<file path="config.mk">
export PLATFORM = sky130hd
export DESIGN_NAME = cpf_check_digit_validator
export DESIGN_NICKNAME = d
export VERILOG_FILES = /design/src/hw/rtl/cpf_pkg.sv /design/src/hw/rtl/cpf_in_stage.sv /design/src/hw/rtl/cpf_accum.sv /design/src/hw/rtl/cpf_out_stage.sv /design/src/hw/rtl/cpf_check_digit_validator.sv
export SDC_FILE = /design/constraint.sdc
export NUM_CORES = 1
export LEC_CHECK = 0
export BUFFER_PORTS_ARGS = -buffer_cell sky130_fd_sc_hd__buf_4
export CORE_ASPECT_RATIO = 1.75
export CORE_MARGIN = 8
export CORE_UTILIZATION = 50
export CTS_CLUSTER_DIAMETER = 60
export DETAILED_ROUTE_END_ITERATION = 10
export HOLD_SLACK_MARGIN = 0.03
export PLACE_DENSITY_LB_ADDON = 0.3
export SYNTH_ARGS = -nofsm -noshare
export SYNTH_HDL_FRONTEND = slang
export SYNTH_HIERARCHICAL = 1
export SYNTH_SLANG_ARGS = --single-unit
</file>
<file path="constraint.sdc">
create_clock -name clk -period 25.8 [get_ports clk]
set_input_delay 6.45 -clock clk [delete_from_list [all_inputs] [get_ports clk]]
set_output_delay 6.45 -clock clk [all_outputs]
set_load 0.05 [all_outputs]
</file>
<file path="src/hw/rtl/cpf_pkg.sv">
// ----------------------------------------------------------------------------
// cpf_pkg
// Shared types, character codes and mod-11 helpers for the CPF validator.
// ----------------------------------------------------------------------------
package cpf_pkg;

  typedef enum logic [2:0] {
    ERR_NONE      = 3'd0,
    ERR_LENGTH    = 3'd1,
    ERR_BAD_CHAR  = 3'd2,
    ERR_SEPARATOR = 3'd3,
    ERR_REPEAT    = 3'd4,
    ERR_CHECK1    = 3'd5,
    ERR_CHECK2    = 3'd6
  } err_code_t;

  typedef struct packed {
    logic      valid_res;
    err_code_t error_code;
  } result_t;

  localparam logic [7:0] CH_ZERO = 8'h30;
  localparam logic [7:0] CH_NINE = 8'h39;
  localparam logic [7:0] CH_DOT  = 8'h2E;
  localparam logic [7:0] CH_DASH = 8'h2D;

  localparam logic [3:0] LEN_BARE      = 4'd11;
  localparam logic [3:0] LEN_PUNCT     = 4'd14;
  localparam logic [3:0] DIGITS_NEEDED = 4'd11;
  localparam logic [3:0] POS_DOT_A     = 4'd3;
  localparam logic [3:0] POS_DOT_B     = 4'd7;
  localparam logic [3:0] POS_DASH      = 4'd11;
  localparam logic [3:0] FIRST_DIGITS  = 4'd9;
  localparam logic [3:0] SECOND_DIGITS = 4'd10;
  localparam logic [3:0] W_FIRST       = 4'd10;
  localparam logic [3:0] W_SECOND      = 4'd11;
  localparam logic [3:0] SAME_REPEAT   = 4'd10;
  localparam logic [3:0] CNT_MAX       = 4'd15;
  localparam logic [3:0] MOD_BASE      = 4'd11;

  // residue (< 11) plus digit * weight, reduced mod 11
  function automatic logic [3:0] mod11_acc(input logic [3:0] res, input logic [3:0] v,
                                           input logic [3:0] w);
    logic [6:0] t;
    t = 7'({3'b000, res}) + 7'(7'(v) * 7'(w));
    if (t >= 7'd88) t = t - 7'd88;
    if (t >= 7'd44) t = t - 7'd44;
    if (t >= 7'd22) t = t - 7'd22;
    if (t >= 7'd11) t = t - 7'd11;
    return t[3:0];
  endfunction

  // expected check digit from a sum residue: 11 - r, or 0 when that is 10 or more
  function automatic logic [3:0] check_digit(input logic [3:0] res);
    logic [3:0] d;
    if (res <= 4'd1) begin
      d = 4'd0;
    end else begin
      d = MOD_BASE - res;
    end
    return d;
  endfunction

endpackage

</file>
<file path="src/hw/rtl/cpf_in_stage.sv">
// ----------------------------------------------------------------------------
// cpf_in_stage
// Input register for the character channel; holds one request.
// ----------------------------------------------------------------------------
module cpf_in_stage (
  input  logic       clk,
  input  logic       rst,
  input  logic       req_valid,
  output logic       req_stall,
  input  logic [7:0] character,
  input  logic       last,
  input  logic       advance,
  output logic       s1_valid,
  output logic [7:0] s1_char,
  output logic       s1_last
);

  assign req_stall = s1_valid && !advance;

  always_ff @(posedge clk) begin
    if (rst) begin
      s1_valid <= 1'b0;
    end else if (!req_stall) begin
      s1_valid <= req_valid;
    end
  end

  always_ff @(posedge clk) begin
    if (req_valid && !req_stall) begin
      s1_char <= character;
      s1_last <= last;
    end
  end

endmodule

</file>
<file path="src/hw/rtl/cpf_accum.sv">
// ----------------------------------------------------------------------------
// cpf_accum
// Per-string counters, mod-11 sum residues and the final verdict.
// ----------------------------------------------------------------------------
module cpf_accum (
  input  logic               clk,
  input  logic               rst,
  input  logic               advance,
  input  logic [7:0]         ch,
  input  logic               last,
  output cpf_pkg::result_t   result
);

  logic [3:0]         char_count, char_count_next;
  logic [3:0]         digit_count, digit_count_next;
  logic [3:0]         sum_first, sum_first_next;
  logic [3:0]         sum_second, sum_second_next;
  logic [3:0]         lead_digit, lead_digit_next;
  logic [3:0]         same_count, same_count_next;
  logic [3:0]         tenth_digit, tenth_digit_next;
  cpf_pkg::err_code_t pending_error, pending_error_next;
  cpf_pkg::err_code_t note_code;
  cpf_pkg::err_code_t code;
  logic               is_digit;
  logic               note;
  logic [3:0]         v;
  logic [8:0]         last_val;

  always_comb begin
    is_digit           = (ch >= cpf_pkg::CH_ZERO) && (ch <= cpf_pkg::CH_NINE);
    v                  = ch[3:0];
    note               = 1'b0;
    note_code          = cpf_pkg::ERR_NONE;
    lead_digit_next    = lead_digit;
    same_count_next    = same_count;
    sum_first_next     = sum_first;
    sum_second_next    = sum_second;
    tenth_digit_next   = tenth_digit;
    digit_count_next   = digit_count;
    pending_error_next = pending_error;

    if (is_digit) begin
      if (digit_count == 4'd0) begin
        lead_digit_next = v;
      end else if (v == lead_digit && same_count < cpf_pkg::CNT_MAX) begin
        same_count_next = same_count + 4'd1;
      end
      if (digit_count < cpf_pkg::FIRST_DIGITS) begin
        sum_first_next = cpf_pkg::mod11_acc(sum_first, v, cpf_pkg::W_FIRST - digit_count);
      end
      if (digit_count < cpf_pkg::SECOND_DIGITS) begin
        sum_second_next = cpf_pkg::mod11_acc(sum_second, v, cpf_pkg::W_SECOND - digit_count);
      end
      if (digit_count == cpf_pkg::FIRST_DIGITS) begin
        tenth_digit_next = v;
      end
      if (digit_count < cpf_pkg::CNT_MAX) begin
        digit_count_next = digit_count + 4'd1;
      end
    end else if (ch == cpf_pkg::CH_DOT) begin
      note      = (char_count != cpf_pkg::POS_DOT_A) && (char_count != cpf_pkg::POS_DOT_B);
      note_code = cpf_pkg::ERR_SEPARATOR;
    end else if (ch == cpf_pkg::CH_DASH) begin
      note      = char_count != cpf_pkg::POS_DASH;
      note_code = cpf_pkg::ERR_SEPARATOR;
    end else begin
      note      = 1'b1;
      note_code = cpf_pkg::ERR_BAD_CHAR;
    end

    if (note && (pending_error == cpf_pkg::ERR_NONE || note_code < pending_error)) begin
      pending_error_next = note_code;
    end

    char_count_next = (char_count < cpf_pkg::CNT_MAX) ? char_count + 4'd1 : char_count;

    // final character is a digit whenever the second check is reached
    last_val = {1'b0, ch} - {1'b0, cpf_pkg::CH_ZERO};

    if (char_count_next != cpf_pkg::LEN_BARE && char_count_next != cpf_pkg::LEN_PUNCT) begin
      code = cpf_pkg::ERR_LENGTH;
    end else if (pending_error_next != cpf_pkg::ERR_NONE) begin
      code = pending_error_next;
    end else if (digit_count_next != cpf_pkg::DIGITS_NEEDED) begin
      code = cpf_pkg::ERR_SEPARATOR;
    end else if (same_count_next == cpf_pkg::SAME_REPEAT) begin
      code = cpf_pkg::ERR_REPEAT;
    end else if (cpf_pkg::check_digit(sum_first_next) != tenth_digit_next) begin
      code = cpf_pkg::ERR_CHECK1;
    end else if ({5'b0, cpf_pkg::check_digit(sum_second_next)} != last_val) begin
      code = cpf_pkg::ERR_CHECK2;
    end else begin
      code = cpf_pkg::ERR_NONE;
    end

    result.valid_res  = (code == cpf_pkg::ERR_NONE);
    result.error_code = code;
  end

  always_ff @(posedge clk) begin
    if (rst || (advance && last)) begin
      char_count    <= 4'd0;
      digit_count   <= 4'd0;
      sum_first     <= 4'd0;
      sum_second    <= 4'd0;
      lead_digit    <= 4'd0;
      same_count    <= 4'd0;
      tenth_digit   <= 4'd0;
      pending_error <= cpf_pkg::ERR_NONE;
    end else if (advance) begin
      char_count    <= char_count_next;
      digit_count   <= digit_count_next;
      sum_first     <= sum_first_next;
      sum_second    <= sum_second_next;
      lead_digit    <= lead_digit_next;
      same_count    <= same_count_next;
      tenth_digit   <= tenth_digit_next;
      pending_error <= pending_error_next;
    end
  end

endmodule

</file>
<file path="src/hw/rtl/cpf_out_stage.sv">
// ----------------------------------------------------------------------------
// cpf_out_stage
// Result register for the verdict channel.
// ----------------------------------------------------------------------------
module cpf_out_stage (
  input  logic             clk,
  input  logic             rst,
  input  logic             load,
  input  cpf_pkg::result_t result,
  output logic             out_free,
  output logic             rsp_valid,
  input  logic             rsp_stall,
  output logic             valid_res,
  output logic [2:0]       error_code
);

  assign out_free = !rsp_valid || !rsp_stall;

  always_ff @(posedge clk) begin
    if (rst) begin
      rsp_valid <= 1'b0;
    end else if (out_free) begin
      rsp_valid <= load;
    end
  end

  always_ff @(posedge clk) begin
    if (out_free && load) begin
      valid_res  <= result.valid_res;
      error_code <= result.error_code;
    end
  end

endmodule

</file>
<file path="src/hw/rtl/cpf_check_digit_validator.sv">
// ----------------------------------------------------------------------------
// cpf_check_digit_validator
// Streams a CPF number one ASCII character per request and reports validity.
// ----------------------------------------------------------------------------
// Input channel (req_valid / req_stall): character plus last, which marks the
// final character of a string (11 bare digits or DDD.DDD.DDD-DD).
// Output channel (rsp_valid / rsp_stall): one verdict per string, valid_res
// and error_code (0 ok, 1 length, 2 bad char, 3 separator or digit count,
// 4 repeated digits, 5 first check, 6 second check).
// Throughput: one character per cycle, set by the single accumulate stage,
// except while a final character waits for a stalled result register. The
// verdict passes the input register, then the result register, before it
// is presented.
// Reset clears the pipeline valids and the per-string counters; the state is
// cleared again after each final character.
// When the receiver stalls, the verdict holds; the input register keeps taking
// non-final characters, and a final character waits until the result register
// frees, which then stalls the input channel.
// ----------------------------------------------------------------------------
module cpf_check_digit_validator (
  input  logic       clk,
  input  logic       rst,
  input  logic       req_valid,
  output logic       req_stall,
  input  logic [7:0] character,
  input  logic       last,
  output logic       rsp_valid,
  input  logic       rsp_stall,
  output logic       valid_res,
  output logic [2:0] error_code
);

  logic             s1_valid;
  logic [7:0]       s1_char;
  logic             s1_last;
  logic             advance;
  logic             out_free;
  cpf_pkg::result_t result;

  assign advance = s1_valid && (!s1_last || out_free);

  cpf_in_stage u_in (
    .clk       (clk),
    .rst       (rst),
    .req_valid (req_valid),
    .req_stall (req_stall),
    .character (character),
    .last      (last),
    .advance   (advance),
    .s1_valid  (s1_valid),
    .s1_char   (s1_char),
    .s1_last   (s1_last)
  );

  cpf_accum u_accum (
    .clk     (clk),
    .rst     (rst),
    .advance (advance),
    .ch      (s1_char),
    .last    (s1_last),
    .result  (result)
  );

  cpf_out_stage u_out (
    .clk        (clk),
    .rst        (rst),
    .load       (advance && s1_last),
    .result     (result),
    .out_free   (out_free),
    .rsp_valid  (rsp_valid),
    .rsp_stall  (rsp_stall),
    .valid_res  (valid_res),
    .error_code (error_code)
  );

`ifndef SYNTHESIS
  a_stall_needs_item: assert property (@(posedge clk) disable iff (rst)
    req_stall |-> s1_valid)
    else $error("input stalled with empty input register");

  a_result_from_last: assert property (@(posedge clk) disable iff (rst)
    $rose(rsp_valid) |-> $past(s1_valid && s1_last))
    else $error("verdict without a final character");

  a_flag_matches_code: assert property (@(posedge clk) disable iff (rst)
    rsp_valid |-> (valid_res == (error_code == cpf_pkg::ERR_NONE)))
    else $error("valid flag disagrees with error code");

  a_last_waits: assert property (@(posedge clk) disable iff (rst)
    (s1_valid && s1_last && rsp_valid && rsp_stall) |=> s1_valid && s1_last)
    else $error("final character dropped while result stalled");
`endif

endmodule
</file>
==> flow_metrics.tcl, run 1 <==
set metrics [dict create \
    rr_endpoint "u_out/error_code[2]" \
    synthToLayoutAreaGrowth_pct 7.522 \
    rr_worst_depth 41 \
    rsz0062_at_grt "false" \
    cellLeakagePower_nw 2.524 \
    clk_path_buf_depth 2 \
    timing.final.ws_setup_ns 12.17 \
    first_iter_violations 179 \
    fin_cells 812 \
    viasPerCell 6.169 \
    hold_violations 0 \
    cp.required_ns 19.35 \
    drc 0 \
    portBuffers 18 \
    total_power_uw 492.1 \
    vias 5009 \
    final_cell_mix "nor2_1 (73), inv_1 (60), ha_1 (52)" \
    rr_startpoint "u_accum/digit_count[0]" \
    ctsHoldBuffers 0 \
    hold_class "register to register" \
    r2r_setup_slack_ns 15.09 \
    cts_sinks 46 \
    grt_overflow 0 \
    post_cts_buffers 0 \
    status "completed" \
    grt_pass1_wl_mm 22.27 \
    relSlewSlack_pct 28.87 \
    dpl_worst_slack_ns 12.17 \
    antenna_found_initial 0 \
    htree_levels 2 \
    netlist_area_mm2 0.005523 \
    start_util_pct 50.32 \
    slew_viol_final 0 \
    synth_edf_count 13 \
    nFillCells 1025 \
    critPathCaptureType "output port" \
    die_y_um 155.0 \
    async_reset_ff_share_pct 0 \
    seqCellArea_mm2 0.001051 \
    finalWeightedCongestion 0.8595 \
    avgRoutedWirePerCell_um 16.05 \
    crit_arrival_ns 7.18 \
    dr.pass1.iters 4 \
    cp-endpoint "req_stall" \
    cts_buffers 5 \
    track_usage_pct 17.94 \
    rows 51 \
    ir_drop_mv 0.07109 \
    root_buffer "clkbuf_16" \
    synth_nets 752 \
    synth.distinct_cells 100 \
    grt_pass1_vias 5060 \
    fin_crit_sh_pct 52.84 \
    coreArea_mm2 0.01098 \
    layout_commonest_cell "nor2_1" \
    ios 19 \
    tightestPinTransition_ns 1.067 \
    dieArea_mm2 0.01480 \
    yosysTopAreaCell "dfxtp_1" \
    skew_ns 0.006104 \
    utilization_pct 54.10 \
    avgSynthCellArea_um2 8.182 \
    synth_warnings 6 \
    drive_above_1_share_pct 9.706 \
    crit_fanout 3 \
    cts_tree "done" \
    ys_ff_latch 46 \
    insertion_delay_ns 0.30 \
    design_area_mm2 0.005938 \
    crit_path_start "rsp_stall" \
    die_w_um 95.45 \
    place_inst 804 \
    power.density_mw_per_mm2 82.87 \
    wirelength_mm 13.03 \
    hold_start "u_accum/pending_error[2]" \
    yosysTopAreaCellShare_pct 11.96 \
    synth_ff_type "dfxtp_1" \
    antenna_cells 0 \
    tns_ns 0 \
    cp-start-kind "input pin" \
    dp_hpwl_mm 10.29 \
    cap_violations 0 \
    drt.antenna.violating_nets 0 \
    cts.clk_slew.worst_paths_ns 0.07 \
    finalCriticalPeriod_ns 13.63 \
    synth_area_leaders "dfxtp_1 (12%), ha_1 (12%), edfxtp_1 (7.1%), nor2_1 (5.0%), fa_1 (4.3%)" \
    setup_viol 0 \
    max_clock_freq_mhz 73.35 \
    num-nets-final 756 \
    cts_resized 0 \
    whs_ns 0.4787 \
    seq_area_frac_synth_pct 19.03 \
    multi_input_area_mm2 0.004156 \
    grt_max_degree 32 \
    placed_area_mm2 0.005744 \
    synth_cells 675 \
    critPathKind "input pin to output port" \
]
[synth_stat cells, types with 4 or more instances]
cell	n
nand4_1	8
mux2i_1	22
nor4_1	4
nor2b_1	13
edfxtp_1	13
nand2b_1	17
a21o_1	9
o211ai_1	6
mux2_2	7
nor2_1	73
nor3_1	17
a211oi_1	11
o21bai_1	4
xor2_1	10
ha_1	52
clkbuf_1	17
nand2_1	51
inv_1	60
fa_1	12
a21oi_1	42
o211a_1	4
o21ai_0	15
nand3_1	14
o221ai_1	5
xnor2_1	19
and3_1	8
dfxtp_1	33
a31oi_1	8
and2_1	12
[worst max-delay path, stage by stage]
cell and delay [ns]:
buf_4 0.11, nand2_1 0.10, inv_1 0.06, a21boi_2 0.20, nor2b_4 0.07, buf_4 0.19
[area by class of cell]
type	count	area share (%)
clock inverters	3	1.159
well taps	132	2.781
multi-input cells	546	70.00
clock buffers	5	2.107
inverters	61	3.856
flip-flops and latches	46	17.70
repair buffers	19	2.402
[cell families (layout without fill, tap and decap cells)]
kind of cell | Yosys count | after routing | synth area share (%)
AOI/OAI and AO/OA | 180 | 180 | 26.03
xor gates and xnor gates | 30 | 30 | 5.007
adders and majority gates | 64 | 64 | 16.13
buffers and inverters | 83 | 88 | 5.890
DFF | 46 | 46 | 19.03
muxes | 32 | 32 | 6.185
and+or+nand+nor | 240 | 240 | 21.73
[state kept, by name, summed over array words and instances (netlist names)]
| signal | cells |
|---|---|
| u_out/rsp_valid | 1 |
| u_accum/pending_error | 3 |
| u_in/s1_last | 1 |
| u_in/s1_valid | 1 |
| u_out/error_code | 3 |
| u_accum/sum_second | 4 |
| u_out/valid_res | 1 |
| u_accum/tenth_digit | 4 |
| u_accum/digit_count | 4 |
| u_accum/char_count | 4 |
| u_accum/sum_first | 4 |
| u_accum/lead_digit | 4 |
| u_accum/same_count | 4 |
| u_in/s1_char | 8 |
[worst min-delay path by stage]
stage	slack [ns]	depth (start not counted)	end
after floorplan	0.44	2	u_accum/pending_error[2]
final	0.48	2	u_accum/pending_error[2]
after global placement	0.46	2	u_accum/pending_error[2]
after global routing	0.50	2	u_accum/pending_error[2]
after CTS	0.48	2	u_accum/pending_error[2]
after detailed placement	0.46	2	u_accum/pending_error[2]
[power by group]
part | total (mW) | internal, mW | switching, mW | leakage, nW
clock network | 0.0847 | 0.0557 | 0.0290 | 0.0940
logic | 0.327 | 0.135 | 0.192 | 2.04
registers | 0.0802 | 0.0768 | 0.00334 | 0.387
total | 0.492 | 0.268 | 0.224 | 2.52
[layer usage]
metal | part of all wire, % | global-route usage [%]
met5 | 0 | 0
met4 | 2.8 | 7.885
met3 | 2.3 | 1.688
met2 | 56 | 34.84
met1 | 39 | 18.21
(Power assumes the default switching activity.)
==> inputs of run 2 (changes only) <==
==> constraint.sdc (replaced) <==
create_clock -name clk -period 12.3 [get_ports clk]
set_input_delay 3.075 -clock clk [delete_from_list [all_inputs] [get_ports clk]]
set_output_delay 3.075 -clock clk [all_outputs]
set_load 0.05 [all_outputs]
==> run 2 against run 1 <==
Clock skew hardly changed; combinational power is 110% higher; sequential power is 110% higher; die area stayed put; critical path type is now register to register; cell count stayed put; via count hardly changed; utilization hardly changed; routed wire length is 1.9% higher; worst setup slack worse by 10 ns; flip-flop and latch count stayed put; register-to-register slack worse by 13 ns; clock power is 100% higher.
==> flow_metrics.tcl, run 2 (synthesis gave the netlist of run 1 again) <==
set metrics [dict create \
    status "completed" \
    first_iter_violations 264 \
    critPathCaptureType "register" \
    crit_arrival_ns 10.53 \
    max_clock_freq_mhz 95.40 \
    tightestPinTransition_ns 1.046 \
    coreArea_mm2 0.01098 \
    ir_drop_mv 0.1760 \
    worst_path_max_delay_cell "dfxtp_1" \
    grt_pass1_vias 4892 \
    relSlewSlack_pct 30.28 \
    crit_buf_inv 3 \
    largest_reg_flops 8 \
    viasPerCell 6.163 \
    skew_ns 0.005867 \
    avgRoutedWirePerCell_um 16.36 \
    antenna_found_initial 0 \
    insertion_delay_ns 0.29 \
    rr_worst_depth 40 \
    cpPeakStageDelay_ns 0.60 \
    cellLeakagePower_nw 2.521 \
    ctsHoldBuffers 0 \
    place_inst 804 \
    finalCriticalPeriod_ns 10.48 \
    cp.required_ns 12.35 \
    grt_pass1_wl_mm 21.85 \
    drc 0 \
    critPathKind "register to register" \
    layout_commonest_cell "nor2_1" \
    hold_violations 0 \
    drive_above_1_share_pct 9.559 \
    dpl_worst_slack_ns 1.966 \
    whs_endpoint "u_accum/tenth_digit[1]" \
    largest_register "u_in/s1_char" \
    tns_ns 0 \
    cts.clk_slew.worst_paths_ns 0.06 \
    vias 5004 \
    finalWeightedCongestion 0.9236 \
    portBuffers 18 \
    r2r_setup_slack_ns 1.82 \
    fin_crit_sh_pct 85.22 \
    rows 51 \
    cts_resized 0 \
    final_cell_mix "nor2_1 (73), inv_1 (60), ha_1 (52)" \
    dr.pass1.iters 5 \
    post_cts_buffers 0 \
    power.density_mw_per_mm2 174.3 \
    track_usage_pct 17.94 \
    crit_top_cell "ha_1" \
    die_y_um 155.0 \
    cts_buffers 5 \
    rsz0062_at_grt "false" \
    hold_class "register to register" \
    cp_top_family "compound AO/OA/AOI/OAI gates" \
    antenna_cells 0 \
    rr_startpoint "u_accum/digit_count[0]" \
    dp_hpwl_mm 10.66 \
    num-nets-final 756 \
    htree_levels 2 \
    total_power_mw 1.034 \
    synthToLayoutAreaGrowth_pct 7.431 \
    cap_violations 0 \
    rr_endpoint "u_out/error_code[2]" \
    crit_fanout 14 \
    grt_max_degree 32 \
    fin_cells 812 \
    timing.final.ws_setup_ns 1.818 \
    start_util_pct 50.32 \
    drt.antenna.violating_nets 0 \
    dieArea_mm2 0.01480 \
    cp-start-kind "register" \
    die_w_um 95.45 \
    setup_viol 0 \
    grt_overflow 0 \
    ios 19 \
    cts_tree "done" \
    hold_start "u_accum/tenth_digit[1]" \
    clk_path_buf_depth 2 \
    root_buffer "clkbuf_16" \
    cts_sinks 46 \
    wirelength_mm 13.29 \
    slew_viol_final 0 \
    whs_path_depth 2 \
]
[run 2: report_power, final]
group | internal (mW) | leakage (nW) | switching (mW) | total (mW)
Combinational | 0.285 | 2.04 | 0.409 | 0.694
Clock | 0.116 | 0.0915 | 0.0570 | 0.173
Sequential | 0.161 | 0.387 | 0.00683 | 0.168
Total | 0.562 | 2.52 | 0.473 | 1.03
[run 2: worst max path at each step]
stage | cells after the start | slack, ns | startpoint | endpoint
after global routing | 40 | 1.25 | u_accum/digit_count[0] | u_out/error_code[2]
after CTS | 40 | 1.94 | u_accum/digit_count[0] | u_out/error_code[2]
final | 40 | 1.82 | u_accum/digit_count[0] | u_out/error_code[2]
after floorplan | 43 | 3.13 | u_accum/digit_count[1] | u_out/error_code[2]
after global placement | 40 | 2.41 | u_accum/digit_count[0] | u_out/error_code[2]
after detailed placement | 40 | 1.97 | u_accum/digit_count[0] | u_out/error_code[2]
[run 2: layout make-up]
type | instances | area (um2)
fillers | 1021 | 5042
multi-input cells | 546 | 4156
flip-flops and latches | 46 | 1051
inverters | 61 | 229.0
well taps | 132 | 165.2
repair buffers | 19 | 142.6
clock buffers | 5 | 125.1
clock inverters | 3 | 63.81
[run 2: layer usage]
metal	part of all wire (%)	wire length, um	up-vias	track usage (%)
met5	0	0	-	0
met4	4.1	550	0	9.580
met3	2.2	290	34	1.592
met2	55	7355	99	34.28
met1	38	5089	2403	18.11
li1	-	-	2468	-
[run 2: tightest hold or removal path, cell delays in order, from the launching register on]
cell,delay [ns]
dfxtp_1,0.31
nor2_1,0.09
a211oi_1,0.05
[run 2: metrics by stage]
stage / area (um2) / utilization [%] / hold WS [ns]
finish: 5933 / 54.06 / 0.4913
floorplan: 5523 / - / 0.4370
CTS: 5933 / 54.06 / 0.4815
global placement: 5744 / 52.34 / 0.4643
global route: 5933 / 54.06 / 0.5173
detailed placement: 5744 / 52.34 / 0.4726
